[src/rtl/core/cfrc_pkg.sv]
// Shared types, codes and the CRC-32 byte update for the chunked file receive checker.
// Used by cfrc_res_fifo and chunked_file_receive_checker; depends on nothing else.
`timescale 1ns / 1ps

package cfrc_pkg;

  // Protocol limits and CRC constants.
  localparam int unsigned NAME_LIMIT = 30;
  localparam logic [5:0]  POS_MAX    = 6'd63;
  localparam logic [31:0] CRC_POLY   = 32'hEDB8_8320;
  localparam logic [31:0] CRC_SEED   = 32'hFFFF_FFFF;

  // Payload tags.
  localparam logic [7:0] TAG_START = 8'd1;
  localparam logic [7:0] TAG_CHUNK = 8'd2;
  localparam logic [7:0] TAG_END   = 8'd3;

  // Result queue geometry.
  localparam int unsigned FIFO_DEPTH = 4;
  localparam int unsigned FIFO_AW    = 2;

  typedef enum logic [1:0] {
    KIND_DATA  = 2'd0,
    KIND_ACK   = 2'd1,
    KIND_ABORT = 2'd2
  } kind_t;

  typedef enum logic [1:0] {
    PHASE_START    = 2'd0,
    PHASE_DONE     = 2'd1,
    PHASE_PROGRESS = 2'd2
  } phase_t;

  typedef enum logic [1:0] {
    ST_OK       = 2'd0,
    ST_NO_OPEN  = 2'd1,
    ST_CRC_BAD  = 2'd2,
    ST_SIZE_BAD = 2'd3
  } status_t;

  typedef enum logic [1:0] {
    CM_UNDECIDED = 2'd0,
    CM_PASS      = 2'd1,
    CM_IGNORE    = 2'd2
  } chunk_mode_t;

  // One result word as it leaves the block.
  typedef struct packed {
    kind_t       kind;
    logic [7:0]  data;
    phase_t      phase;
    status_t     status;
    logic [47:0] dest;
    logic        last;
  } result_t;

  // Up to two results pushed into the queue for one input byte.
  typedef struct packed {
    logic [1:0] cnt;
    result_t    r0;
    result_t    r1;
  } push_t;

  // Reflected CRC-32 update over one byte, unrolled over its eight bits.
  function automatic logic [31:0] crc_byte(input logic [31:0] crc, input logic [7:0] b);
    logic [31:0] c;
    c = crc ^ {24'd0, b};
    for (int i = 0; i < 8; i++) begin
      c = (c >> 1) ^ (CRC_POLY & {32{c[0]}});
    end
    return c;
  endfunction

endpackage

[src/rtl/core/cfrc_res_fifo.sv]
// Four-entry result queue that takes up to two results per cycle and gives one while out_ready is high.
// Depends on cfrc_pkg for the result and push types.
`timescale 1ns / 1ps

module cfrc_res_fifo (
  input  logic              clk,
  input  logic              rst_n,
  input  cfrc_pkg::push_t   push,
  output logic              room2,
  output logic              out_valid,
  input  logic              out_ready,
  output cfrc_pkg::result_t out_res
);

  logic [cfrc_pkg::FIFO_AW-1:0] wr_ptr_r, wr_ptr_nxt;
  logic [cfrc_pkg::FIFO_AW-1:0] rd_ptr_r, rd_ptr_nxt;
  logic [cfrc_pkg::FIFO_AW:0]   count_r, count_nxt;
  logic [cfrc_pkg::FIFO_AW-1:0] wr_ptr_p1;
  logic                         pop;
  cfrc_pkg::result_t            mem_r [cfrc_pkg::FIFO_DEPTH];

  // Status toward both sides.
  assign out_valid = (count_r != '0);
  assign out_res   = mem_r[rd_ptr_r];
  assign room2     = (count_r <= (cfrc_pkg::FIFO_AW + 1)'(cfrc_pkg::FIFO_DEPTH - 2));
  assign pop       = out_valid && out_ready;
  assign wr_ptr_p1 = wr_ptr_r + cfrc_pkg::FIFO_AW'(1);

  // Pointer and fill arithmetic.
  always_comb begin
    wr_ptr_nxt = wr_ptr_r + cfrc_pkg::FIFO_AW'(push.cnt);
    rd_ptr_nxt = rd_ptr_r + cfrc_pkg::FIFO_AW'(pop);
    count_nxt  = count_r + (cfrc_pkg::FIFO_AW + 1)'(push.cnt)
               - (cfrc_pkg::FIFO_AW + 1)'(pop);
  end

  always_ff @(posedge clk) begin
    if (!rst_n) begin
      wr_ptr_r <= '0;
      rd_ptr_r <= '0;
      count_r  <= '0;
    end else begin
      wr_ptr_r <= wr_ptr_nxt;
      rd_ptr_r <= rd_ptr_nxt;
      count_r  <= count_nxt;
    end
  end

  // Entry storage: first result at the write pointer, second one after it.
  always_ff @(posedge clk) begin
    for (int i = 0; i < cfrc_pkg::FIFO_DEPTH; i++) begin
      if (push.cnt != 2'd0 && wr_ptr_r == cfrc_pkg::FIFO_AW'(i)) begin
        mem_r[i] <= push.r0;
      end
      if (push.cnt == 2'd2 && wr_ptr_p1 == cfrc_pkg::FIFO_AW'(i)) begin
        mem_r[i] <= push.r1;
      end
    end
  end

endmodule

[config.mk]
export PLATFORM = sky130hd
export DESIGN_NAME = cfrc_res_fifo
export DESIGN_NICKNAME = d
export VERILOG_FILES = /design/src/rtl/core/cfrc_pkg.sv /design/src/rtl/core/cfrc_res_fifo.sv
export SDC_FILE = /design/constraint.sdc
export NUM_CORES = 1
export LEC_CHECK = 0
export BUFFER_PORTS_ARGS = -buffer_cell sky130_fd_sc_hd__buf_2
export CAP_MARGIN = 20
export CELL_PAD_IN_SITES_DETAIL_PLACEMENT = 1
export CELL_PAD_IN_SITES_GLOBAL_PLACEMENT = 2
export CORE_ASPECT_RATIO = 1.4
export CORE_MARGIN = 8
export CORE_UTILIZATION = 43
export CTS_CLUSTER_SIZE = 10
export DETAILED_ROUTE_END_ITERATION = 8
export GPL_TIMING_DRIVEN = 0
export PLACE_DENSITY = 0.91
export SYNTH_ARGS = -nofsm -noshare
export SYNTH_HDL_FRONTEND = slang
export SYNTH_SLANG_ARGS = --single-unit
[constraint.sdc]
create_clock -name clk -period 6.3 [get_ports clk]
set_input_delay 0.315 -clock clk [delete_from_list [all_inputs] [get_ports clk]]
set_output_delay 0.315 -clock clk [all_outputs]
set_load 0.02 [all_outputs]
**Yosys cells after proc, flatten, opt, wreduce, memory -nomap -nowiden**

Memories as Yosys holds them, arrays and structs flattened. A register that Yosys moved wholly into a read port is not among the register bits.
Cells that the tools add are included.

- Output and inout port bits: 65
- Word-level logic and storage cells: 63
- RAM bits: 252
- Register bits: 7
- Memories kept: 1

Memories:

| name | words | width | rd ports | clocked after Yosys merged registers in | write ports | RTL line | RTL |
|---|---|---|---|---|---|---|---|
| mem_r | 4 | 63 | 1 | 1 | 2 | cfrc_res_fifo.sv:20 | `cfrc_pkg::result_t mem_r [cfrc_pkg::FIFO_DEPTH];` |

- Multiplexer cells: 27
- Bitwise operators: 4
- $add $sub $neg: 5
- Reductions and logical operators: 15
- Equality and inequality tests: 7
- Order comparisons: 1

Operator list:

| cell | number |
|---|---|
| two-way mux 63 bit | 6 |
| OR reduction 63 bit | 2 |
| two-way mux 1 bit | 18 |
| == test 2 bit, second input constant | 5 |
| logical AND 1 bit | 9 |
| two-way mux 2 bit | 3 |
| == test 2 x 1 -> 1 bit, second input constant | 2 |
| zero test 2 bit | 2 |
| bitwise OR 1 bit | 4 |
| adder 3 x 2 -> 3 bit | 1 |
| <= comparator 3 x 2 -> 1 bit, second input constant | 1 |
| nonzero test 3 bit | 1 |
| subtractor 3 x 1 -> 3 bit | 1 |
| adder 2 x 1 -> 2 bit | 1 |
| adder 2 x 1 -> 2 bit, second input constant | 1 |
| adder 2 bit | 1 |
| nonzero test 2 bit | 1 |

**Logic depth before layout (Yosys ltp)**

Gate-level depths: netlist of run 1.

- Depth in word-level cells: 8
- Mapped depth: 7
- Mapped depth without buffers: 7

**Worst setup path before layout of run 1**

Ideal clock, no wire load.

- Kind: register to register
- From: register wr_ptr_r[0] (netlist name)
- To: memory mem_r[2][0] (netlist name), enable pin
- Cell stages (with the launch flop): 3
- Period minus slack after synthesis: 4489 ps
- Data arrival time: 3984 ps
- Library setup time: 505 ps
- Path slack: 1811 ps
- Required time: 5795 ps
- Path through: dfxtp_1 > or3b_2 > a21oi_1

RTL lines:

| what | RTL line | RTL |
|---|---|---|
| start, declared | cfrc_res_fifo.sv:15 | `logic [cfrc_pkg::FIFO_AW-1:0] wr_ptr_r, wr_ptr_nxt;` |
| start signal, assigned | cfrc_res_fifo.sv:43 | `wr_ptr_r <= wr_ptr_nxt;` |
| end, declared | cfrc_res_fifo.sv:20 |  |

==> summary by stage, run 1 <==
Outcome
The flow ran to the end, and the final reports show no timing, DRC or antenna violations.

Floorplan
After floorplanning, the core was divided into 76 placement rows. The die covers 0.0365 sq mm. For this configuration, the core starts out at a cell density of 0.432.

The floorplan step set the die width to 164 um. The top-level I/O count is 196. Measured along the y axis, the die boundary spans 223 um. The core region is 0.0304 sq mm.

CTS
The clock slew seen by the registers of the worst setup and hold paths is 60 ps. The root buffer cell chosen for the clock tree is sky130_fd_sc_hd__clkbuf_16. In this run, post-CTS repair resized a total of 0 instances.

In this run the number of H-tree levels came out at 1. For this design, the sink count on the clock tree is 259. TritonCTS built the clock tree. The longest clock path from root to sink contains 3 buffers.

The number of buffers inserted during clock tree synthesis is 30. The post-cts hold buffer count is 0. The clock insertion delay at the later pin of the skew report is 560 ps.

The buffer count from post-CTS setup fixing is 0.

Global routing
The global-route usage over all layers is 0.180. The number of global-route vias before repair was 8,151. The sum of overflow across all layers after global routing is 0. The initial antenna violation count is 3.

Entering global routing, the biggest net connects 25 pins. The first global-routing pass estimated 49,700 um of wire.

Synth
Of the synthesized area, sequential elements account for 0.586. In this run, synthesis produced a sequential element count of 259. In the post-synthesis netlist, the cell with the most instances is sky130_fd_sc_hd__edfxtp_1. Of the post-synthesis cell area, the dominant cell type holds 0.575.

Yosys attributes the largest share of cell area to sky130_fd_sc_hd__edfxtp_1, sky130_fd_sc_hd__mux2_2, sky130_fd_sc_hd__mux2_4, sky130_fd_sc_hd__mux4_2, sky130_fd_sc_hd__buf_12. For this run, asynchronously set or reset flops after synthesis account for 0. The total standard cell area after synthesis is 0.0132 sq mm. In the synthesized netlist the dominant register cell turns out to be sky130_fd_sc_hd__edfxtp_1. The post-synthesis net count is 792. The number of library cell types mapped by synthesis is 31. The mean instance size in the synthesized netlist is 20.0 sq um.

The biggest area consumer among synthesized cells is sky130_fd_sc_hd__edfxtp_1. Synthesis handed over a netlist of 657 instances. The number of enable flip-flop cells after synthesis is 252. For this run, the number of Yosys warnings is 0.

After synthesis, the most frequently instantiated cells are sky130_fd_sc_hd__edfxtp_1, sky130_fd_sc_hd__mux2_2, sky130_fd_sc_hd__mux2_4, sky130_fd_sc_hd__mux4_2, sky130_fd_sc_hd__buf_12.

Routing
The routed length per instance is 25.6 um. The remaining routing DRC violations is 0. The final wirelength is 33,000 um. After the first detailed-routing iteration, the DRC count stood at 252. The count of nets left with antenna violations once routing finished came out at 0. The vias after detailed routing is 6,992.

After detailed routing, the number of vias per cell comes to 5.42. The total iterations of the first detailed-routing run is 4.

Cells and area
The signed area change from the synthesized netlist to the final layout is 19.5%. In the final layout, the share of cells above drive strength 1 is 0.656. After routing the design area is 0.0157 sq mm. The final-layout fill cell count is 2,835.

The number of nets in the finished design is 1,030.

Critical path
The largest individual stage delay along the critical path comes from the cell sky130_fd_sc_hd__clkbuf_1. The signal on the critical path passes through buf_2 -> clkbuf_1 -> mux4_2 -> buf_2. The critical path buffer and inverter count is 3. The critical path required time is 5980 ps. On the critical path the largest part of the delay comes from buffers and inverters. The worst setup path is of the register to primary output kind. For this run, the slowest stage of the critical path takes 580 ps.

The worst setup path is captured at a primary output. The maximum fanout along the worst path is 10. For the worst setup path, the data arrival time is 2400 ps. Among the stages of the critical path, the cell type that occurs most often is sky130_fd_sc_hd__buf_2. The kind of launch point of the worst setup path is a register. Counting cells, the worst reg-to-reg path comes to 4. Counting buffers and inverters, the worst setup path is 4 cells deep.

Placement
The congestion estimate from routability-driven global placement came to 0.720. The total cell area at the placement stage is 0.0149 sq mm. In this run the tool buffered the top-level ports with 195 buffer cells. After legalization and detailed placement, the total HPWL measured 22,600 um.

Power and ir drop
The power per cell area is 320 mW/mm^2. The worst IR drop on VDD is 0.194 mV. The standby leakage power is 5.73 nW. The post-layout total power is 5.04 mW.

STA
The maximum frequency from static timing analysis is 368 MHz. The number of hold-slack violations in the final timing report was 0. Setup repair after global routing left no endpoint under its margin.

Dividing the final minimum period by the clock period gives 0.431. The actual transition at the worst max-transition pin is 883 ps. The headroom to the max-slew limit is 0.410. On the final layout, the worst clock skew is 10.4 ps. Setup violations remaining at the end of the flow were counted as 0. The final count of pins violating max slew is 0. The smallest clock period supported by the final layout is computed as 2710 ps.

Job
Max-cap violations in this run came to 0.

Worst hold path
The worst hold path belongs to the class primary input to register. The cell count of the worst hold path is 2.
-- power breakdown --
part | switching, mW | internal, mW
Combinational | 0.726 | 0.626
Sequential | 0.0547 | 2.12
Clock | 0.646 | 0.866
-- state kept, by name, summed over array words and instances (netlist names) --
| signal | count |
|---|---|
| rd_ptr_r | 2 |
| count_r | 3 |
| mem_r | 252 |
| wr_ptr_r | 2 |
-- routing by layer --
metal  wire [um]  track usage  part of all wire  up-vias
li1            -            -                 -     3160
met1       12600        0.199              0.38     3620
met2       18400        0.340              0.56      163
met3        1270       0.0258             0.038       47
met4         660       0.0588             0.020        2
met5          13            0           0.00039        -
-- cells by family (layout without fill, tap and decap cells) --
family | count (synthesis) | count (layout) | share of synthesized area
simple gates | 22 | 22 | 0.0116
buf+inv | 46 | 288 | 0.0372
other cells | 0 | 2 | 0
compound gates | 5 | 5 | 0.00238
xor+xnor | 2 | 2 | 0.00342
mux | 319 | 319 | 0.355
fa+ha+maj | 4 | 4 | 0.00438
flops | 259 | 259 | 0.586
-- path summary, 6_finish.rpt --
check                                 start      endpoint  slack (ps)
worst min-delay path              push[110]  mem_r[2][47]          80
worst max-delay path            rd_ptr_r[1]   out_res[47]        3590
worst min register to register  rd_ptr_r[0]   rd_ptr_r[0]         730
worst max register to register  wr_ptr_r[0]  mem_r[2][35]        3920
-- through the flow --
step	std cells	hold slack, ps	TNS [ps]	worst slack [ps]	utilization
6_report	1291	81.3	0	3590	0.517
5_1_grt	1291	79.6	0	3440	0.517
4_1_cts	1289	52.0	0	3470	0.516
3_5_place_dp	1253	645	0	3880	0.490
3_3_place_gp	1242	644	-185050	-1270	0.480
2_1_floorplan	657	437	0	1810	-
-- cell type report --
| class | instances | area [sq um] | area share |
|---|---|---|---|
| flip-flops and latches | 259 | 7710 | 0.490 |
| multi-input cells | 352 | 5000 | 0.318 |
| repair buffers | 206 | 1230 | 0.0785 |
| clock buffers | 35 | 791 | 0.0503 |
| well taps | 390 | 488 | 0.0310 |
| plain buffers | 43 | 478 | 0.0304 |
| inverters | 3 | 11.3 | 0.000716 |
| clock inverters | 1 | 8.76 | 0.000557 |
| diodes | 2 | 5.00 | 0.000318 |
-- cells in the final DEF, fill, tap and decap left out, types with 9 or more instances in the layout --
master	Yosys	final
sky130_fd_sc_hd__clkbuf_16	0	31
sky130_fd_sc_hd__mux2_4	100	100
sky130_fd_sc_hd__edfxtp_1	252	252
sky130_fd_sc_hd__mux2_2	143	143
sky130_fd_sc_hd__buf_4	10	10
sky130_fd_sc_hd__mux4_2	63	63
sky130_fd_sc_hd__buf_12	12	18
sky130_fd_sc_hd__buf_2	7	202
sky130_fd_sc_hd__mux2_1	9	9
sky130_fd_sc_hd__buf_6	10	10
Power figures use the tool's default switching activity.
==> run 2: changes to the inputs <==
==> constraint.sdc (replaced) <==
create_clock -name clk -period 2.8 [get_ports clk]
set_input_delay 0.14 -clock clk [delete_from_list [all_inputs] [get_ports clk]]
set_output_delay 0.14 -clock clk [all_outputs]
set_load 0.02 [all_outputs]
==> run 2 against run 1 <==
Effect of this change:
- critical path depth did not move
- design area up 12%
- sequential power rose by 130%
- critical path type unchanged
- largest cell class unchanged
- largest power group unchanged
- highest routed layer is now met4
==> summary by stage, run 2 (synthesized netlist as in run 1, its figures left out) <==
Outcome
The run finished with clean final reports.

Cells and area
Ranked by flip-flop count, first place goes to mem_r. For this run, the share of the core covered by cells in the final layout is 0.580. The final cell area excluding filler cells is 0.0177 sq mm. The finished layout holds 1,503 standard cells, fillers aside.

The most common cell after layout, fill and taps aside is sky130_fd_sc_hd__edfxtp_1. The signed area change from the synthesized netlist to the final layout is 34.2%. The library cells used most frequently in the layout, excluding fill and tap cells, are sky130_fd_sc_hd__edfxtp_1, sky130_fd_sc_hd__buf_2, sky130_fd_sc_hd__dlygate4sd3_1.

The share of cells above drive strength 1 is 0.530. The largest registers in the layout are mem_r x252, count_r x3. The number of nets in the finished design is 1,220. The register with the most flip-flops in the layout has 252 of them.

Global routing
The first global-routing pass estimated 57,000 um of wire. The initial antenna violation count came to 5. The sum of overflow across all layers after global routing is 0. For this run, the total global-route usage over all layers was measured as 0.207.

The number of global-route vias before repair is 9,383. Entering global routing, the biggest net connects 26 pins.

Critical path
The setup slack of the most critical reg-to-reg path is 420 ps. For the worst setup path, the data required time is 2660 ps. The kind of end point of the critical path is a primary output. The most critical setup path has its endpoint at out_res[51]. STA classifies the critical path startpoint as a register.

The delay of the slowest critical-path stage is 600 ps. Counting both buffers and inverters, the worst setup path holds a total of 3. The maximum fanout along the worst path is 10.

The critical path goes through buf_2 -> clkbuf_1 -> mux4_2 -> buf_2. On the critical path, the stage with the largest delay is an instance of sky130_fd_sc_hd__clkbuf_1. The launching instance or port of the critical path is rd_ptr_r[1]. The number of cells on the worst reg-to-reg path is 6. The worst register-to-register path ends at mem_r[1][48]. The dominant delay contributor by cell family on the critical path is buffers and inverters. The most numerous cell type found on the critical path is sky130_fd_sc_hd__buf_2. STA puts the critical path data arrival time at 2420 ps.

The depth of the critical timing path with buffers and inverters included is 4. The source of the worst register-to-register timing path is wr_ptr_r[1]. The critical path is of the register to primary output type.

CTS
The clock sink count is 259. TritonCTS built the clock tree. Gates resized during post-CTS repair numbered 0. The cell at the root of the clock tree is sky130_fd_sc_hd__clkbuf_16. The number of buffers inserted during clock tree synthesis is 29. The clock slew seen by the registers of the worst setup and hold paths is 60 ps.

The post-cts hold buffer count is 191. CTS built an H-tree with a depth of 1. The longest clock path from root to sink contains 3 buffers. For the worst-skew pair, the clock arrives at the later sink with an insertion delay of 550 ps. Post-CTS timing repair inserted 0 buffers for setup.

STA
The final count of pins violating max slew is 0. The number of hold-slack violations in the final timing report is 0. The final worst slack is 243 ps. The minimum period implied by the final worst setup slack is 2560 ps.

Setup violations remaining at the end of the flow were counted as 0. The headroom to the max-slew limit is 0.383. The maximum frequency from static timing analysis is 391 MHz.

Setup repair after global routing left no endpoint under its margin. The actual transition at the worst max-transition pin is 923 ps. Across all hold checks on the routed design, the worst slack comes to 110 ps. The largest clock skew in the final design is 12.2 ps. The total negative slack is 0 ps. The post-route fraction of the period consumed by the critical path is 0.913.

Floorplan
The row count is 76. The top-level I/O count is 196. The area of the core is 0.0304 sq mm.

The initial utilization of the core area, before any placement, comes to 0.432. Measured along the x axis, the die boundary spans 164 um. The die covers 0.0365 sq mm. In this run the vertical extent of the chip is 223 um.

Power and ir drop
The standby leakage power is 6.52 nW. VDD sags by at most 0.442 mV. Power spread over the standard cell area amounts to 662 mW/mm^2.

The post-layout total power is 11.7 mW.

Job
The number of max-cap violations is 0.

Routing
The vias after detailed routing is 8,070. The remaining routing DRC violations is 0. The final wirelength is 38,100 um.

Dividing the detail-routed wire length by the instance count gives 25.3 um. The violation count after the first detailed-routing iteration is 322. The ratio of routed vias to standard cells is 5.37. The total iterations of the first detailed-routing run is 4. The count of antenna-violating nets left after detailed routing is 0.

Placement
The count of port buffers added during placement is 195. At the end of routability-driven placement, the weighted congestion stood at 0.708. Prior to clock tree synthesis, the placed netlist has a worst setup slack of 437 ps. The half-perimeter wire length after detailed placement is 23,000 um. Counting tap cells, the placed design contains a total of 1,253 instances. The placed instances occupy a cell area of 0.0149 sq mm.

Worst hold path
The class of the worst hold path is primary input to register.
[run 2: per-layer routing]
layer | global-route usage | vias to the layer above | wire [um]
met3 | 0.0225 | 80 | 1280
li1 | - | 3564 | -
met5 | 0 | - | 0
met4 | 0.0885 | 0 | 1320
met1 | 0.218 | 4214 | 13800
met2 | 0.402 | 212 | 21600
[run 2: final cells by class]
type / instances / area (sq um)
Fill cell: 2837 / 12800
Sequential cell: 259 / 7710
Multi-Input combinational cell: 352 / 5000
Timing Repair Buffer: 397 / 3150
Clock buffer: 53 / 816
Tap cell: 390 / 488
Buffer: 43 / 478
Antenna cell: 6 / 15.0
Inverter: 3 / 11.3
[run 2: power breakdown]
part	internal [mW]	leakage, nW	switching, mW	total, mW
Clock	1.94	0.386	1.52	3.45
Sequential	4.76	2.42	0.133	4.90
Combinational	1.62	3.71	1.73	3.35
Total	8.32	6.52	3.38	11.7
[run 2: worst min path at each step]
stage                         start           to  depth (start not counted)
after floorplan               rst_n   count_r[0]                          1
after global placement        rst_n  wr_ptr_r[0]                          2
after detailed placement   push[66]  mem_r[2][3]                          2
after CTS                 push[126]   count_r[0]                          3
after global routing      push[126]   count_r[0]                          3
final                     push[126]   count_r[0]                          3
[run 2: worst reg2reg max path: stages, from the launching register on]
cell and delay [ps]:
sky130_fd_sc_hd__dfxtp_1 310, sky130_fd_sc_hd__buf_6 140, sky130_fd_sc_hd__nor4b_2 310, sky130_fd_sc_hd__buf_6 280, sky130_fd_sc_hd__buf_12 180, sky130_fd_sc_hd__mux2_2 340
sky130_fd_sc_hd__dlygate4sd3_1 570
==> run 3: changes to the inputs <==
--- a/config.mk
+++ b/config.mk
@@ -14,7 +14,6 @@
 export CORE_UTILIZATION = 43
 export CTS_CLUSTER_SIZE = 10
 export DETAILED_ROUTE_END_ITERATION = 8
-export GPL_TIMING_DRIVEN = 0
 export PLACE_DENSITY = 0.91
 export SYNTH_ARGS = -nofsm -noshare
 export SYNTH_HDL_FRONTEND = slang
==> run 3 against run 2 <==
Effect of this change:
- non-clock buffer count shrank 35
- critical path depth is the same
- maximum frequency shrank 5.8%
- register-to-register slack lost 330 ps
- design area shrank 2.7%
- core utilization shrank 1.6 points
- first-iteration DRC count shrank 3.1%
- global-route usage shrank 0.70 points
- critical path type is now register to register
- critical endpoint is now mem_r[3][9]
==> summary by stage, run 3 (synthesized netlist as in run 1, its figures left out) <==
Outcome
The flow ran to the end, and the final reports show no timing, DRC or antenna violations.

Critical path
The source of the worst register-to-register timing path is wr_ptr_r[1]. STA classifies the critical path endpoint as a register. The critical path goes through and4bb_4 -> buf_12 -> mux2_4 -> dlygate4sd3_1.

The data arrival at the endpoint of the critical path is 2990 ps. The worst reg2reg path depth is 4. The kind of critical path is register to register. The critical path ends at mem_r[3][9]. The delay of the slowest critical-path stage is 600 ps. For the worst setup path, the data required time is 3080 ps.

The setup slack of the most critical reg-to-reg path is 90 ps. On the critical path, the stage with the largest delay is an instance of sky130_fd_sc_hd__dfxtp_1. The end of the worst register-to-register path is mem_r[3][9]. The kind of launch point of the worst setup path is a register. The launching instance or port of the critical path is wr_ptr_r[1]. The maximum fanout along the worst path is 27.

Routing
The routed layout has 7,861 vias. The routed length per instance is 25.4 um. In this run the remaining antenna-violating nets after routing total 0.

For this run, design rule violations remaining after detail routing come to 0. The violation count after the first detailed-routing iteration is 312. For this block, the routed nets add up to 36,900 um of wire. In the routed layout, each cell is associated on average with a via count of 5.41. The pre-antenna-repair detailed-routing pass consisted of 5 iterations.

Global routing
The initial antenna violation count came to 1. The first global-routing pass estimated 55,500 um of wire. In the global route stage, overall resource usage came out at 0.200. The number of global-route vias before repair is 9,298. After global routing the overflow that remains totals 0. Entering global routing, the biggest net connects 64 pins.

STA
The maximum frequency from static timing analysis is 368 MHz. The final count of pins violating max slew came to 0. Setup violations remaining at the end of the flow were counted as 0. Setup repair after global routing left no endpoint under its margin. The worst pin sits at a relative slew slack of 0.573. Dividing the final minimum period by the clock period gives 0.970. The total negative slack is 0 ps. The largest clock skew in the final design is 21.7 ps. For the pin with the worst max-slew slack, the measured transition is 641 ps. For the finished layout, the period the worst path requires is 2710 ps.

The number of hold-slack violations in the final timing report is 0.

Power and ir drop
The switching power of the nets is 3.28 mW. The power per cell area is 666 mW/mm^2. Of the total power, the share spent switching nets is 0.287. The standby leakage power is 6.29 nW.

The share of total power dissipated in the clock network is 0.293. The internal power consumption is 8.16 mW. The worst IR drop on VDD is 0.486 mV. Of the total power, combinational logic draws 0.275.

The sequential cell fraction of total power is 0.432.

Cells and area
Relative to the synthesized area, the layout overhead comes to 30.6%. In the final layout, the share of cells above drive strength 1 is 0.527. The library cells used most frequently in the layout, excluding fill and tap cells, are sky130_fd_sc_hd__edfxtp_1, sky130_fd_sc_hd__buf_2, sky130_fd_sc_hd__dlygate4sd3_1. The most common cell after layout, fill and taps aside is sky130_fd_sc_hd__edfxtp_1.

The largest registers in the layout are mem_r x252, count_r x3. The number of nets in the finished design is 1,185. Excluding fillers, the count of instances in the completed layout stands at 1,454. The register containing the most flip-flops in the final layout is mem_r.

Summing all non-filler instances in the final layout gives an area of 0.0172 sq mm. The flip-flop count of the largest register after layout is 252. The final-layout fill cell count is 2,801.

CTS
The clock slew seen by the registers of the worst setup and hold paths is 60 ps. The number of buffers on the longest clock path is 3. Clock latency on the worst-skew pair, taken at its later pin, is 550 ps. The clock sink count is 259.

TritonCTS built the clock tree. The deepest level of the CTS H-tree is 1. In this run the clock root is driven by a sky130_fd_sc_hd__clkbuf_16. The number of gates resized after cts is 0. The number of clock buffers added by TritonCTS is 29.

Placement
The congestion estimate from routability-driven global placement came to 0.703. The count of port buffers added during placement is 195. The half-perimeter wire length after detailed placement is 19,800 um.

The total cell area at the placement stage is 0.0145 sq mm. After detailed placement, the design holds a cell count of 1,217.

Floorplan
The initial core utilization is 0.432. The die boundary width is 164 um. The floorplan has 76 rows. The top-level I/O count is 196.

The die extent in y is 223 um. The die footprint is 0.0365 sq mm. The area of the core is 0.0304 sq mm.

Worst hold path
The path class of the tightest hold or removal check is primary input to register.

Job
The number of max-cap violations is 0.
-- run 3: changes by cell type in the layout (fill, tap and decap cells not counted), sizes merged --
cell         previous run  this run
buf                   245       213
clkbuf                 57        42
diode                   6         2
dlygate4sd3           191       192
inv                     3         4
-- run 3: through the flow --
stage / power (mW) / utilization / hold slack (ps) / worst slack [ps]
after detailed placement: 7.92 / 0.476 / 471 / 653
final: 11.4 / 0.565 / 90.9 / 85.4
after global routing: 11.9 / 0.565 / 104 / 9.05
after CTS: 11.5 / 0.565 / 71.0 / 83.2
after floorplan: 6.93 / - / 262 / 130
after global placement: 7.84 / 0.476 / 465 / 699
-- run 3: final cells by class --
class                      count  area (sq um)  area share
timing repair buffer         405          3170       0.184
sequential                   259          7710       0.449
inverter                       3          11.3    0.000655
multi-input combinational    352          5010       0.292
clock buffer                  42           774      0.0451
tap                          390           488      0.0284
clock inverter                 1          8.76    0.000510
antenna                        2          5.00    0.000291
-- run 3: worst max-delay path, delay by kind of cell, from the launching register on --
kind	cells	cell delay, ps
buffers and inverters	2	900
multiplexers	1	340
flip-flops	1	600
AND/OR/NAND/NOR	1	600
-- run 3: worst min-delay path by stage --
stage	startpoint	to	slack (ps)	cells after the start
global placement	push[122]	mem_r[2][59]	470	2
global route	push[126]	count_r[0]	100	3
finish	push[126]	count_r[0]	90	3
floorplan	rst_n	count_r[0]	260	1
CTS	push[126]	count_r[0]	70	3
detailed placement	rst_n	rd_ptr_r[1]	470	3
-- run 3: per-layer routing --
metal  GRT usage  vias up  share of wire
li1            -     3471              -
met1       0.217     4126           0.37
met2       0.386      211           0.56
met3      0.0251       53          0.036
met4      0.0706        0          0.028
met5           0        -              0
-- run 3: repair_timing --
action	CTS	global route
endpoints found under the setup margin	0	1
endpoints found under the hold margin	259	0
buffers inserted	0	0
hold buffers	192	0
-- run 3: power groups by stage --
stage          sequential (mW)  combinational [mW]  clock [mW]
3_5_place_dp              5.01                2.91           0
5_1_grt                   4.97                3.35        3.56
6_report                  4.94                3.15        3.36
2_1_floorplan             4.93                2.01           0
4_1_cts                   4.93                3.16        3.39
3_3_place_gp              4.98                2.86           0
